===== src/rtl/core/nec_tx_pkg.sv =====
// Shared constants and types for the NEC infrared frame transmitter.
`timescale 1ns / 1ps

package nec_tx_pkg;

  // Default number of data bits in one frame.
  localparam int FRAME_BITS_DEF = 32;

  // Word widths on the stream channels.
  localparam int FUNC_W     = 2;
  localparam int ADDR_W     = 16;
  localparam int CMD_W      = 8;
  localparam int IN_DATA_W  = 24;
  localparam int OUT_DATA_W = 8;

  // Configuration port.
  localparam int CFG_IDX_W  = 3;
  localparam int CFG_DATA_W = 14;

  // Register widths.
  localparam int HALF_W   = 8;
  localparam int PERIOD_W = 10;
  localparam int TICK_W   = 14;
  localparam int PHASE_W  = 3;

  // Input word kinds.
  localparam logic [FUNC_W-1:0] FUNC_TICK   = 2'd0;
  localparam logic [FUNC_W-1:0] FUNC_FRAME  = 2'd1;
  localparam logic [FUNC_W-1:0] FUNC_REPEAT = 2'd2;

  // Register indexes.
  localparam logic [CFG_IDX_W-1:0] REG_CARRIER_HALF = 3'd0;
  localparam logic [CFG_IDX_W-1:0] REG_LEAD_BURST   = 3'd1;
  localparam logic [CFG_IDX_W-1:0] REG_BIT_BURST    = 3'd2;
  localparam logic [CFG_IDX_W-1:0] REG_LEAD_SPACE   = 3'd3;
  localparam logic [CFG_IDX_W-1:0] REG_ZERO_SPACE   = 3'd4;
  localparam logic [CFG_IDX_W-1:0] REG_ONE_SPACE    = 3'd5;
  localparam logic [CFG_IDX_W-1:0] REG_REPEAT_SPACE = 3'd6;

  // Register reset values.
  localparam logic [HALF_W-1:0]   CARRIER_HALF_RST = 8'd13;
  localparam logic [PERIOD_W-1:0] LEAD_BURST_RST   = 10'd346;
  localparam logic [HALF_W-1:0]   BIT_BURST_RST    = 8'd21;
  localparam logic [TICK_W-1:0]   LEAD_SPACE_RST   = 14'd4500;
  localparam logic [TICK_W-1:0]   ZERO_SPACE_RST   = 14'd560;
  localparam logic [TICK_W-1:0]   ONE_SPACE_RST    = 14'd1680;
  localparam logic [TICK_W-1:0]   REPEAT_SPACE_RST = 14'd2250;

  // Transmit phases.
  localparam logic [PHASE_W-1:0] PH_IDLE       = 3'd0;
  localparam logic [PHASE_W-1:0] PH_LEAD_BURST = 3'd1;
  localparam logic [PHASE_W-1:0] PH_LEAD_SPACE = 3'd2;
  localparam logic [PHASE_W-1:0] PH_BIT_BURST  = 3'd3;
  localparam logic [PHASE_W-1:0] PH_BIT_SPACE  = 3'd4;
  localparam logic [PHASE_W-1:0] PH_STOP_BURST = 3'd5;

  // One result word.
  typedef struct packed {
    logic frame_done;
    logic busy_res;
    logic ir_out;
  } result_t;

endpackage


===== src/rtl/core/nec_ir_frame_transmitter_core.sv =====
// NEC infrared frame transmitter: tick-driven waveform generator with a registered result.
`timescale 1ns / 1ps

// Usage
//   Input stream (s_axis_*): one word per microsecond tick or command. tuser is the
//   word kind: tick, start frame (address and command in tdata), or start repeat code.
//   A start word takes no waveform time; it arms the frame and reports busy. Starts
//   while a frame or repeat code is running are dropped.
//   Output stream (m_axis_*): exactly one result word per input word, in order:
//   the pin level for that tick, busy, and a done flag on the final tick.
//   Configuration (cfg_*): seven timing registers, always ready; write them only
//   while no transmission runs. Changes take effect on the next word.
// Throughput and result path
//   One word is accepted every cycle while the skid stage is empty. Its result is
//   registered after acceptance: the whole state update is one pass of counter
//   increments and limit compares between the state registers and the result register.
// Reset
//   rst (synchronous) returns the transmitter to idle, loads the default timing
//   registers and empties the result register and skid stage.
// Stall
//   When m_axis_tready is low, the held result stays put and one more word is
//   caught in a skid stage; s_axis_tready drops only while that stage is full.

module nec_ir_frame_transmitter_core
  import nec_tx_pkg::*;
#(
  parameter int FRAME_BITS = FRAME_BITS_DEF
) (
  input  logic                  clk,
  input  logic                  rst,
  // input word
  input  logic                  s_axis_tvalid,
  output logic                  s_axis_tready,
  input  logic [IN_DATA_W-1:0]  s_axis_tdata,   // [15:0] address, [23:16] command
  input  logic [FUNC_W-1:0]     s_axis_tuser,   // [1:0] func
  // result word
  output logic                  m_axis_tvalid,
  input  logic                  m_axis_tready,
  output logic [OUT_DATA_W-1:0] m_axis_tdata,   // [0] ir_out, [1] busy_res,
                                                // [2] frame_done, [7:3] zero
  // configuration writes
  input  logic                  cfg_valid,
  output logic                  cfg_ready,
  input  logic [CFG_IDX_W-1:0]  cfg_index,
  input  logic [CFG_DATA_W-1:0] cfg_data
);

  localparam int BI_W = (FRAME_BITS > 1) ? $clog2(FRAME_BITS) : 1;
  localparam logic [BI_W-1:0] LAST_BIT = BI_W'(FRAME_BITS - 1);

  // Timing registers
  logic [HALF_W-1:0]   carrier_half;
  logic [PERIOD_W-1:0] lead_burst;
  logic [HALF_W-1:0]   bit_burst;
  logic [TICK_W-1:0]   lead_space;
  logic [TICK_W-1:0]   zero_space;
  logic [TICK_W-1:0]   one_space;
  logic [TICK_W-1:0]   repeat_space;

  // Waveform state
  logic [PHASE_W-1:0]    phase, phase_next;
  logic                  repeat_mode, repeat_mode_next;
  logic [FRAME_BITS-1:0] frame_bits, frame_bits_next;
  logic [BI_W-1:0]       bit_index, bit_index_next;
  logic [TICK_W-1:0]     tick_count, tick_count_next;
  logic [PERIOD_W-1:0]   period_count, period_count_next;
  logic [HALF_W-1:0]     half_count, half_count_next;
  logic                  carrier_level, carrier_level_next;

  // Result register and skid stage
  logic    out_valid;
  result_t out_word;
  logic    skid_valid;
  result_t skid_word;

  logic    accept;
  result_t res;

  // Burst and space helpers
  logic [HALF_W-1:0]   half_inc;
  logic [PERIOD_W-1:0] period_inc;
  logic [PERIOD_W-1:0] burst_limit;
  logic [TICK_W-1:0]   tick_inc;
  logic [TICK_W-1:0]   space_limit;
  logic                half_wrap;
  logic                burst_end;
  logic                space_end;
  logic                in_burst;
  logic [31:0]         frame_word;

  assign cfg_ready     = 1'b1;
  assign s_axis_tready = !skid_valid;
  assign accept        = s_axis_tvalid && s_axis_tready;

  // Full 32-bit frame: address low, address high, command, inverted command.
  assign frame_word = {~s_axis_tdata[23:16], s_axis_tdata[23:16], s_axis_tdata[15:0]};

  assign in_burst = (phase == PH_LEAD_BURST) || (phase == PH_BIT_BURST) ||
                    (phase == PH_STOP_BURST);

  assign half_inc    = half_count + 1'b1;
  assign period_inc  = period_count + 1'b1;
  assign tick_inc    = tick_count + 1'b1;
  assign half_wrap   = (half_inc >= carrier_half);
  assign burst_limit = (phase == PH_LEAD_BURST) ? lead_burst
                                                : {{(PERIOD_W-HALF_W){1'b0}}, bit_burst};
  // A burst ends on the low-to-high edge that closes its last carrier period.
  assign burst_end   = half_wrap && !carrier_level && (period_inc >= burst_limit);

  always_comb begin
    space_limit = zero_space;
    if (phase == PH_LEAD_SPACE) begin
      space_limit = repeat_mode ? repeat_space : lead_space;
    end else if (frame_bits[bit_index]) begin
      space_limit = one_space;
    end
  end
  assign space_end = (tick_inc >= space_limit);

  // Next state and result for the word on the input
  always_comb begin
    phase_next         = phase;
    repeat_mode_next   = repeat_mode;
    frame_bits_next    = frame_bits;
    bit_index_next     = bit_index;
    tick_count_next    = tick_count;
    period_count_next  = period_count;
    half_count_next    = half_count;
    carrier_level_next = carrier_level;
    res                = '0;

    if (s_axis_tuser == FUNC_TICK) begin
      if (phase != PH_IDLE) begin
        res.busy_res = 1'b1;
        res.ir_out   = in_burst ? carrier_level : 1'b0;

        // Advance the carrier on every burst tick.
        if (in_burst) begin
          if (!half_wrap) begin
            half_count_next = half_inc;
          end else begin
            half_count_next    = '0;
            carrier_level_next = !carrier_level;
            if (!carrier_level) begin
              period_count_next = period_inc;
            end
          end
        end

        case (phase)
          PH_LEAD_BURST, PH_BIT_BURST: begin
            if (burst_end) begin
              phase_next         = (phase == PH_LEAD_BURST) ? PH_LEAD_SPACE : PH_BIT_SPACE;
              tick_count_next    = '0;
              carrier_level_next = 1'b0;
            end
          end
          PH_LEAD_SPACE, PH_BIT_SPACE: begin
            tick_count_next = tick_inc;
            if (space_end) begin
              half_count_next    = '0;
              period_count_next  = '0;
              carrier_level_next = 1'b1;
              if (phase == PH_LEAD_SPACE) begin
                bit_index_next = '0;
                phase_next     = repeat_mode ? PH_STOP_BURST : PH_BIT_BURST;
              end else if (bit_index == LAST_BIT) begin
                phase_next = PH_STOP_BURST;
              end else begin
                bit_index_next = bit_index + 1'b1;
                phase_next     = PH_BIT_BURST;
              end
            end
          end
          PH_STOP_BURST: begin
            if (burst_end) begin
              phase_next         = PH_IDLE;
              carrier_level_next = 1'b0;
              half_count_next    = '0;
              period_count_next  = '0;
              res.frame_done     = 1'b1;
            end
          end
          default: begin
            phase_next = PH_IDLE;
          end
        endcase
      end
    end else begin
      // Arm a frame or repeat code only from idle.
      if ((phase == PH_IDLE) &&
          ((s_axis_tuser == FUNC_FRAME) || (s_axis_tuser == FUNC_REPEAT))) begin
        if (s_axis_tuser == FUNC_FRAME) begin
          frame_bits_next  = frame_word[FRAME_BITS-1:0];
          repeat_mode_next = 1'b0;
        end else begin
          repeat_mode_next = 1'b1;
        end
        bit_index_next     = '0;
        tick_count_next    = '0;
        phase_next         = PH_LEAD_BURST;
        half_count_next    = '0;
        period_count_next  = '0;
        carrier_level_next = 1'b1;
      end
      res.busy_res = (phase_next != PH_IDLE);
      res.ir_out   = (phase_next != PH_IDLE) &&
                     ((phase_next == PH_LEAD_BURST) || (phase_next == PH_BIT_BURST) ||
                      (phase_next == PH_STOP_BURST)) && carrier_level_next;
    end
  end

  // Configuration registers
  always_ff @(posedge clk) begin
    if (rst) begin
      carrier_half <= CARRIER_HALF_RST;
      lead_burst   <= LEAD_BURST_RST;
      bit_burst    <= BIT_BURST_RST;
      lead_space   <= LEAD_SPACE_RST;
      zero_space   <= ZERO_SPACE_RST;
      one_space    <= ONE_SPACE_RST;
      repeat_space <= REPEAT_SPACE_RST;
    end else if (cfg_valid && cfg_ready) begin
      case (cfg_index)
        REG_CARRIER_HALF: carrier_half <= cfg_data[HALF_W-1:0];
        REG_LEAD_BURST:   lead_burst   <= cfg_data[PERIOD_W-1:0];
        REG_BIT_BURST:    bit_burst    <= cfg_data[HALF_W-1:0];
        REG_LEAD_SPACE:   lead_space   <= cfg_data;
        REG_ZERO_SPACE:   zero_space   <= cfg_data;
        REG_ONE_SPACE:    one_space    <= cfg_data;
        REG_REPEAT_SPACE: repeat_space <= cfg_data;
        default: begin
          // drop writes to unmapped indexes
        end
      endcase
    end
  end

  // Waveform state advances on every accepted word
  always_ff @(posedge clk) begin
    if (rst) begin
      phase         <= PH_IDLE;
      repeat_mode   <= 1'b0;
      bit_index     <= '0;
      tick_count    <= '0;
      period_count  <= '0;
      half_count    <= '0;
      carrier_level <= 1'b0;
    end else if (accept) begin
      phase         <= phase_next;
      repeat_mode   <= repeat_mode_next;
      bit_index     <= bit_index_next;
      tick_count    <= tick_count_next;
      period_count  <= period_count_next;
      half_count    <= half_count_next;
      carrier_level <= carrier_level_next;
    end
  end

  // Frame payload is loaded by every frame start before it is read.
  always_ff @(posedge clk) begin
    if (accept) begin
      frame_bits <= frame_bits_next;
    end
  end

  // Result register with one skid stage behind it
  always_ff @(posedge clk) begin
    if (rst) begin
      out_valid  <= 1'b0;
      skid_valid <= 1'b0;
    end else if (!out_valid || m_axis_tready) begin
      if (skid_valid) begin
        out_valid  <= 1'b1;
        skid_valid <= 1'b0;
      end else begin
        out_valid <= accept;
      end
    end else if (accept) begin
      skid_valid <= 1'b1;
    end
  end

  always_ff @(posedge clk) begin
    if (!out_valid || m_axis_tready) begin
      out_word <= skid_valid ? skid_word : res;
    end else if (accept) begin
      skid_word <= res;
    end
  end

  assign m_axis_tvalid = out_valid;
  assign m_axis_tdata  = {{(OUT_DATA_W-3){1'b0}}, out_word};

endmodule


===== config.mk =====
export PLATFORM = sky130hd
export DESIGN_NAME = nec_ir_frame_transmitter_core
export DESIGN_NICKNAME = d
export VERILOG_FILES = /design/src/rtl/core/nec_tx_pkg.sv /design/src/rtl/core/nec_ir_frame_transmitter_core.sv
export SDC_FILE = /design/constraint.sdc
export NUM_CORES = 1
export LEC_CHECK = 0
export ABC_AREA = 1
export BUFFER_PORTS_ARGS = -buffer_cell sky130_fd_sc_hd__buf_2
export CAP_MARGIN = 10
export CORE_AREA = 5 5 96 187
export CTS_CLUSTER_SIZE = 16
export DETAILED_ROUTE_END_ITERATION = 10
export DIE_AREA = 0 0 101 192
export GPL_TIMING_DRIVEN = 0
export PLACE_DENSITY = 0.74
export RECOVER_POWER = 100
export SLEW_MARGIN = 20
export SYNTH_ARGS = -nofsm -noshare
export SYNTH_HDL_FRONTEND = slang
export SYNTH_SLANG_ARGS = --single-unit

===== constraint.sdc =====
create_clock -name clk -period 4.72 [get_ports clk]
set_input_delay 0.236 -clock clk [delete_from_list [all_inputs] [get_ports clk]]
set_output_delay 0.236 -clock clk [all_outputs]
set_load 0.02 [all_outputs]

# == After elaboration in Yosys (flattened, before gate mapping) ==
# Index checks and enable logic that the tools add are counted.
# word_totals
out_inout_bits,11
reg_bits,164
input_bits,48
# op_classes
n_mux,65
add_sub_neg,4
n_reduce_logical,40
bitwise_logic,3
n_eq_ne,25
magnitude_cmp,4
# ops
op,n
$mux 14,7
$mux 10,9
$mux 8,7
$mux 3,13
$mux 5,7
$pmux 14 s2,1
$pmux 10 s2,1
$eq 3x3->1 const B,6
$reduce_and 2->1,9
$pmux 8 s2,1
$eq 3x2->1 const B,5
$mux 1,15
$add 14x1->14 const B,1
$ge 14x14->1,1
$ne 3x3->1 const B,4
$add 10x1->10 const B,1
$ge 10x10->1,1
$reduce_and 5->1,2
$eq 3x1->1 const B,3
$pmux 3 s3,1
$add 8x1->8 const B,1
$ge 8x8->1,1
$not 8->8,1
$logic_and 1x1->1,6
23 further kinds,37

# == Longest topological paths before layout ==
# Gate-level depths: netlist of run 1.
# logic_depth
word_depth,12
depth_mapped,27
mapped_depth_nobuf,25

# == Worst setup path before layout of run 1 ==
# OpenSTA, ideal clock, no wires.
# synth_path
kind,reg-to-reg
start,register half_count[0]
end,register half_count[4]
arrival_ps,2798
setup_slack_ps,1806
path_buffers,2
setup_ps,116
path_stages_with_launch,18
path_cell_list,dfxtp_1 > ha_1 > nand3_1 > nand3b_1 > xor2_1 > inv_1 > ha_1 > nand2_1 > o21a_1 > nand2_1 > buf_1 > ha_1 > nand2_1 > nand2_1 > nand3_2 > o21ai_2 > buf_6 > nor2_1
# synth_via
elab_chain_len,8
# synth_lines
item,line,source
from (decl),nec_ir_frame_transmitter_core.sv:67,"logic [HALF_W-1:0] half_count, half_count_next;"
from (signal assigned),nec_ir_frame_transmitter_core.sv:255,half_count <= half_count_next;
$add 8x1->8 *,nec_ir_frame_transmitter_core.sv:101,assign half_inc = half_count + 1'b1;
$ge 8x8->1,nec_ir_frame_transmitter_core.sv:104,assign half_wrap = (half_inc >= carrier_half);
$mux 8 or $logic_and 1x1->1 (tied branches),"nec_ir_frame_transmitter_core.sv:139, nec_ir_frame_transmitter_core.sv:108",
$mux 8 or $logic_and 1x1->1 (tied branches),"nec_ir_frame_transmitter_core.sv:138, nec_ir_frame_transmitter_core.sv:108",
$mux 8 (on tied branches),"nec_ir_frame_transmitter_core.sv:176, nec_ir_frame_transmitter_core.sv:160",
$pmux 8 s2 *,nec_ir_frame_transmitter_core.sv:150,case (phase)
$mux 8 *,nec_ir_frame_transmitter_core.sv:133,if (phase != PH_IDLE) begin
$mux 8 *,nec_ir_frame_transmitter_core.sv:132,if (s_axis_tuser == FUNC_TICK) begin
# Every way passes the cells marked *; elsewhere a longest branch is shown, timed or not. The select of a mux whose other input is x is not followed.
# A chain may end at the register's enable or synchronous reset.

# == Worst setup path after layout of run 1 ==
# layout_path
start,register bit_index[0]
end,register half_count[6]
# layout_via
elab_chain_len,9
# layout_lines
item,line,source
from (decl),nec_ir_frame_transmitter_core.sv:64,"logic [BI_W-1:0] bit_index, bit_index_next;"
from (signal assigned),nec_ir_frame_transmitter_core.sv:252,bit_index <= bit_index_next;
$bmux 1 s5,nec_ir_frame_transmitter_core.sv:114,end else if (frame_bits[bit_index]) begin
$mux 1 (not written as such),nec_ir_frame_transmitter_core.sv:114,
$mux 14,nec_ir_frame_transmitter_core.sv:114,
$mux 14,nec_ir_frame_transmitter_core.sv:112,if (phase == PH_LEAD_SPACE) begin
$ge 14x14->1,nec_ir_frame_transmitter_core.sv:118,assign space_end = (tick_inc >= space_limit);
$mux 8,nec_ir_frame_transmitter_core.sv:160,if (space_end) begin
$pmux 8 s2,nec_ir_frame_transmitter_core.sv:150,
$mux 8,nec_ir_frame_transmitter_core.sv:133,
$mux 8,nec_ir_frame_transmitter_core.sv:132,
# No other way between the ends. The select of a mux whose other input is x is not followed.

==> metrics.txt, run 1 <==
WL per Instance=approximately 15 um; Setup TNS Final=0 ns; CP Launch Type=flop; Fin. Hold Viols=0; Mean Syn Cell Area=7.28 um2; vias per cell=roughly 5.3; Worst Path Arrival=between 4 and 5 ns; Post-Route Skew=~0.0072 ns; Slew headroom=-0.0768; TritonCTS clock tree=done; Cells after Synth=1207; chip height=around 190 um; FF+latch area=roughly 0.0037 mm2; fmax=about 0.25 GHz; NetSw=~950 uW; worst slack at placement=about 1.1 ns; Root Driver=clkbuf_16; worst-margin pin slew=roughly 1.6 ns; total internal power=approximately 2400 uW; Seq pwr share=0.459; Cell Pwr Density=between 300 and 400 mW/mm2; number of antenna violations at the first check in global routing=0; # setup viols final=0; Reg clk slew, reported paths=about 0.060 ns; Longest Clk Path Bufs=2; fin crit period=3.96 ns; Tcrit/Tclk final=0.840; multi-input logic area=0.00430 mm2; FF+latch count, synth=164; CP required=slightly above 5 ns; Max Slew Vio Count=33; htree depth=4; sequential area share after synthesis=0.417; input/output buffers=a little over 50; Area after DPL=slightly above 0.009 mm2; Final Wtd Congestion=0.893; sw frac=0.286; detailed-placement wirelength estimate=17300 um; Die Wd=between 100 and 150 um; Critical Path End Type=flop; vias in the first global route=approximately 8000; Ys Warns=0; Core Box Area=0.0163 mm2; Post-DRT Antenna Nets=0; Mapped Area=just under 0.009 mm2; Top Ports=59; ys flop type=dfxtp_1; first-pass GRT wire length=~38000 um; failing checks=max-capacitance violations, max-slew violations; GRT overflow=0; row cnt=between 60 and 70; clock buffer count from CTS=17; Clk network pwr share=0.390; Total Routing Usage GR=0.247; Post CTS Setup Buffer Count=0; Filler cells=between 1000 and 1500; power share of the combinational group=0.151; drt pass-1 iters=5; Yosys cell types=41; post-route DRC violation count=0; share of flip-flops with an asynchronous set or reset=0; Routed WL=between 20000 and 25000 um; layout cell share with drive strength beyond 1=0.0834; RSZ-0062 raised after global routing=false; initial core utilization=0.540; layout net count=1394; clk_lat worst skew=0.44 ns; Final Total Pwr=3320 uW; number of max-cap violations=1; Pleak=around 0.0046 uW; DRT iter0 DRCs=~450; routed via count=around 8100; Hold Path Class=primary input to flop; Die ar.=0.0194 mm2; crit-path max FO=10; Final Cell Area=0.0101 mm2; Final WS setup=0.755 ns; Post-synth EDFFs=38; ant diodes=0; CTS Sinks=roughly 160; Max rail drop VDD=~0.29 mV; largest net degree at the start of global routing=33; area growth from synthesis to layout=14.5%; status=finished, violations left; CP Class=flop to flop
==> per-layer routing <==
| metal | global-route usage | wire length (um) |
|---|---|---|
| met2 | 0.463 | 12200 |
| met1 | 0.253 | 8590 |
| met3 | 0.0454 | 1030 |
| met4 | 0.129 | 1100 |
| met5 | 0 | 0 |
==> per-stage QoR <==
stage,util,hold WS [ns],cells
2_1_floorplan,-,0.335,1211
3_3_place_gp,0.573,0.412,1466
3_5_place_dp,0.574,0.414,1467
4_1_cts,0.623,0.0710,1523
5_1_grt,0.619,0.0961,1523
6_report,0.619,0.0836,1523
==> cell usage in the layout (no fill, tap or decap), types with 3 or more instances in the layout <==
cell | synthesis | routed
inv_2 | 9 | 7
nor2_1 | 140 | 140
clkbuf_16 | 0 | 18
a21oi_1 | 65 | 65
dlygate4sd3_1 | 0 | 24
conb_1 | 2 | 6
dfxtp_1 | 126 | 126
clkinv_2 | 1 | 3
xor2_1 | 24 | 24
ha_1 | 40 | 40
o211ai_1 | 6 | 6
edfxtp_1 | 38 | 38
nor3_1 | 12 | 12
clkinv_1 | 2 | 3
nand3_1 | 101 | 102
nor2_4 | 4 | 4
clkbuf_1 | 29 | 46
clkinv_4 | 0 | 4
nand3b_1 | 15 | 15
buf_4 | 8 | 7
inv_6 | 0 | 3
mux2i_1 | 7 | 7
nand4_1 | 8 | 9
inv_1 | 136 | 138
clkinvlp_4 | 0 | 3
buf_6 | 4 | 3
nand2_2 | 7 | 3
xnor2_1 | 3 | 3
nand2_1 | 294 | 298
a31oi_1 | 3 | 3
o21ai_0 | 95 | 95
buf_2 | 8 | 46
==> kinds of logic (layout without fill, tap and decap cells) <==
kind of cell,count (synthesis),in the layout,synth area share
simple gates,588,588,0.287
buf+inv,200,308,0.0935
compound gates,179,179,0.110
flops,164,164,0.417
fa+ha+maj,40,40,0.0569
xor+xnor,27,27,0.0269
mux,7,7,0.00797
other cells,2,6,0.000854
==> path summary, 6_finish.rpt <==
path                                   from                             to  slack [ns]  cells after the start
hold / removal                 cfg_data[11]  repeat_space[11]$_SDFFE_PP1P_        0.08                      3
hold reg to reg   one_space[7]$_SDFFE_PP1P_      one_space[7]$_SDFFE_PP1P_        0.45                      2
setup / recovery  bit_index[0]$_SDFFE_PP0P_     half_count[6]$_SDFFE_PP0P_        0.76                     25
setup reg to reg  bit_index[0]$_SDFFE_PP0P_     half_count[6]$_SDFFE_PP0P_        0.76                     25
==> registers in the layout (all words and copies together) (netlist names) <==
signal         flops
frame_bits        32
lead_space        14
one_space         14
repeat_space      14
tick_count        14
zero_space        14
lead_burst        10
period_count      10
bit_burst          8
carrier_half       8
half_count         8
bit_index          5
m_axis_tdata       3
phase              3
skid_word          3
carrier_level      1
m_axis_tvalid      1
repeat_mode        1
skid_valid         1
==> synth_stat cells, types with 2 or more instances <==
cell,instances,area share
nand2_1,294,0.13
clkinv_1,2,0.00085
conb_1,2,0.00085
buf_4,8,0.0068
buf_1,3,0.0013
nand4_1,8,0.0057
nor2_4,4,0.0051
dfxtp_1,126,0.29
o211ai_1,6,0.0051
nand3_2,2,0.0023
mux2i_1,7,0.0080
xor2_1,24,0.024
a31oi_4,2,0.0048
nand2_2,7,0.0050
a211oi_1,2,0.0017
nand3_1,101,0.057
buf_2,8,0.0046
edfxtp_1,38,0.13
buf_6,4,0.0051
clkbuf_1,29,0.012
a31oi_1,3,0.0021
nor3_1,12,0.0068
o21ai_0,95,0.054
ha_1,40,0.057
inv_1,136,0.058
a21oi_1,65,0.037
nand3b_1,15,0.013
xnor2_1,3,0.0030
inv_2,9,0.0038
o22ai_1,2,0.0014
nor2_1,140,0.060
==> final cells by class <==
type	count	area share
sequential	164	0.364
timing repair buffer	76	0.0481
tap	204	0.0254
multi-input combinational	847	0.427
clock buffer	18	0.0447
buffer	52	0.0251
clock inverter	14	0.0102
inverter	148	0.0553
==> worst max-delay path, cell delays in order, from the launching register on <==
cell and delay [ns]:
dfxtp_1 0.38, clkbuf_1 0.38, buf_6 0.22, nand2_1 0.06
nand3_1 0.13, nand3_1 0.10, nand2_1 0.08, nand2_1 0.06
nand3b_2 0.15, nand2_1 0.15, buf_4 0.21, nand2_1 0.08
nand3_1 0.06, nand2_1 0.08, inv_1 0.05, ha_1 0.28
nand2_1 0.07, nor2_1 0.14, nand2_1 0.07, nand2_1 0.06
nand2_1 0.09, nand4_1 0.14, nand3_1 0.25, o21ai_2 0.32
buf_6 0.20, nor2_1 0.05
==> power groups by stage <==
stage,sequential (uW),clock (uW),combinational (uW)
floorplan,1550,0,339
global placement,1550,0,474
global route,1530,1380,568
detailed placement,1550,0,486
CTS,1520,1310,503
finish,1520,1290,500
==> repair_timing <==
item                      4_1_cts  5_1_grt
gates resized for setup         0        0
hold endpoints to repair       24        0
hold buffers                   24        0
(Power assumes the default switching activity.)
==> run 2, diff against run 1 <==
--- a/config.mk
+++ b/config.mk
@@ -13,7 +13,7 @@
 export DETAILED_ROUTE_END_ITERATION = 10
 export DIE_AREA = 0 0 101 192
 export GPL_TIMING_DRIVEN = 0
-export PLACE_DENSITY = 0.74
+export PLACE_DENSITY = 0.77
 export RECOVER_POWER = 100
 export SLEW_MARGIN = 20
 export SYNTH_ARGS = -nofsm -noshare
==> constraint.sdc (replaced) <==
create_clock -name clk -period 3.48 [get_ports clk]
set_input_delay 0.174 -clock clk [delete_from_list [all_inputs] [get_ports clk]]
set_output_delay 0.174 -clock clk [all_outputs]
set_load 0.02 [all_outputs]
==> run 2 against run 1 <==
The flow still finishes with violations (max-capacitance violations, max-slew violations); final area up 2.0%; final cell count up 0.13%; die area unchanged; global-route usage about the same; clock power up 52%; routed wire length up 2.0%; clock skew up 0.00091 ns; non-clock buffer count up 2; first-iteration DRC count up 5.7%; sequential share of layout area down 0.67 points; sequential cell count unchanged; hold slack worse by 0.062 ns; critical path type unchanged; highest routed layer unchanged.
==> metrics.txt, run 2 (synthesis gave the netlist of run 1 again) <==
max FFs per register=32 (unchanged); WL per Instance=15.3 um (+1.9%); Core Util, Final=0.631 (+0.0125); clk_lat worst skew=0.43 ns (about the same); CP Class=flop to flop; Root Driver=clkbuf_16; Cell Pwr Density=461 mW/mm2 (+40%); commonest non-fill, non-tap cell in the layout=nand2_1; Worst Path Arrival=3.54 ns (-0.75 ns); crit-path max FO=19 (+9); initial core utilization=0.540 (unchanged); ant diodes=0 (unchanged); Fin. Hold Viols=0 (unchanged); DRT iter0 DRCs=480 (+5.7%); Longest Clk Path Bufs=2 (unchanged); fmax=0.310 GHz (+23%); met3 Usage GRT=0.0374 (-0.00800); layout net count=1396 (+0.14%); # setup viols final=0 (unchanged); Final Total Pwr=4730 uW (+43%); number of max-cap violations=1 (unchanged); detailed-placement wirelength estimate=17100 um (-1.4%); Post-DRT Antenna Nets=0 (unchanged); Largest Register=frame_bits; CP required=3.80 ns (-1.25 ns); largest net degree at the start of global routing=33 (unchanged); routed via count=8141 (+1.0%); input/output buffers=51 (unchanged); GRT overflow=0 (unchanged); Top Ports=59 (unchanged); status=finished, violations left; Die ar.=0.0194 mm2 (unchanged); vias in the first global route=8115 (+0.93%); TritonCTS clock tree=done; drt pass-1 iters=7 (+2); row cnt=66 (unchanged); Die Wd=101 um (unchanged); first-pass GRT wire length=38000 um (+0.75%); chip height=192 um (unchanged); Critical Path End Type=flop; GR Util met2=0.455 (-0.00736); Post-Route Skew=0.00816 ns (+0.000915 ns); RSZ-0062 raised after global routing=false; failing checks=max-capacitance violations, max-slew violations; vias per cell=5.34 (+0.90%); Total Routing Usage GR=0.247 (about the same); post-route DRC violation count=0 (unchanged); Max rail drop VDD=0.427 mV (+46%); Routed WL=23300 um (+2.0%); fin crit period=3.22 ns (-0.741 ns); Pleak=0.00471 uW (+1.6%); Core Box Area=0.0163 mm2 (unchanged); htree depth=4 (unchanged); layout cell share with drive strength beyond 1=0.0931 (+0.00971); CP Launch Type=flop; area growth from synthesis to layout=16.8%; Slew headroom=-0.109 (-0.0325); Max Slew Vio Count=33 (unchanged); Tcrit/Tclk final=0.926 (+0.0863); Final Wtd Congestion=0.923 (+3.4%); GRT Max-Usage Layer=met2; Reg clk slew, reported paths=0.07 ns (about the same); CTS Sinks=164 (unchanged); GR Layer Usage met1=0.251 (-0.00150); worst-margin pin slew=1.66 ns (+0.0488 ns); clock buffer count from CTS=17 (unchanged); number of antenna violations at the first check in global routing=0 (unchanged); Hold Path Class=primary input to flop; most frequent cells in the layout=nand2_1 (294), nor2_1 (138), inv_1 (137)
[run 2: final timing paths]
path	startpoint	endpoint	slack, ns	cells past startpoint
worst min-delay path	cfg_data[10]	one_space[10]$_SDFFE_PP1P_	0.02	3
worst min register to register	lead_space[10]$_SDFFE_PP0P_	lead_space[10]$_SDFFE_PP0P_	0.45	2
worst max register to register	bit_index[0]$_SDFFE_PP0P_	period_count[7]$_SDFFE_PP0P_	0.26	22
worst max-delay path	bit_index[0]$_SDFFE_PP0P_	period_count[7]$_SDFFE_PP0P_	0.26	22
[run 2: worst max-delay path: stages, from the launching register on]
cell	delay, ns
dfxtp_4	0.38
buf_6	0.18
nand2_1	0.07
nand3_1	0.11
nand3_1	0.09
nand2_1	0.09
nand2_1	0.10
nand3_4	0.14
nand2_4	0.08
buf_6	0.15
nand2_1	0.05
nand3_1	0.06
nand2_1	0.08
inv_1	0.04
ha_1	0.29
nand4_1	0.17
nor2_1	0.18
nand2_1	0.12
nand4_1	0.18
nand3_4	0.10
o21ai_4	0.21
buf_6	0.16
nor2_1	0.04
[run 2: where the power goes]
| part | total, uW | switching (uW) | internal, uW |
|---|---|---|---|
| Sequential | 2070 | 48.2 | 2020 |
| Clock | 1960 | 801 | 1160 |
| Combinational | 702 | 453 | 249 |
[run 2: final cells by class]
cell class / instances / area (um2)
fill: 1396 / 6000
multi-input combinational: 847 / 4370
sequential: 164 / 3670
inverter: 148 / 562
timing repair buffer: 81 / 520
clock buffer: 18 / 439
buffer: 49 / 279
tap: 204 / 255
clock inverter: 14 / 175
[run 2: per-layer routing]
layer,up-vias,wire [um],share of wire
li1,4091,-,-
met3,66,1010,0.043
met1,3700,8700,0.37
met2,284,12400,0.53
met4,0,1270,0.054
met5,-,0,0
[run 2: through the flow]
stage / cell area [um2] / hold slack, ns / setup TNS (ns) / worst slack, ns / instances
2_1_floorplan: 8810 / 0.273 / 0 / 0.566 / 1211
5_1_grt: 10300 / 0.0436 / 0 / 0.0117 / 1525
6_report: 10300 / 0.0213 / 0 / 0.256 / 1525
4_1_cts: 10200 / 0.0128 / 0 / 0.0159 / 1524
3_5_place_dp: 9350 / 0.352 / -0.736 / -0.0807 / 1467
3_3_place_gp: 9320 / 0.351 / -0.629 / -0.0669 / 1466
[run 2: what timing repair did]
| action | CTS | global route |
|---|---|---|
| hold buffers | 25 | 0 |
| endpoints found under the setup margin | 10 | 41 |
| hold endpoints to repair | 32 | 0 |
| gates resized for setup | 3 | 29 |
| pin swaps | 1 | 5 |
| cloned | 0 | 1 |
| buffers inserted | 1 | 2 |
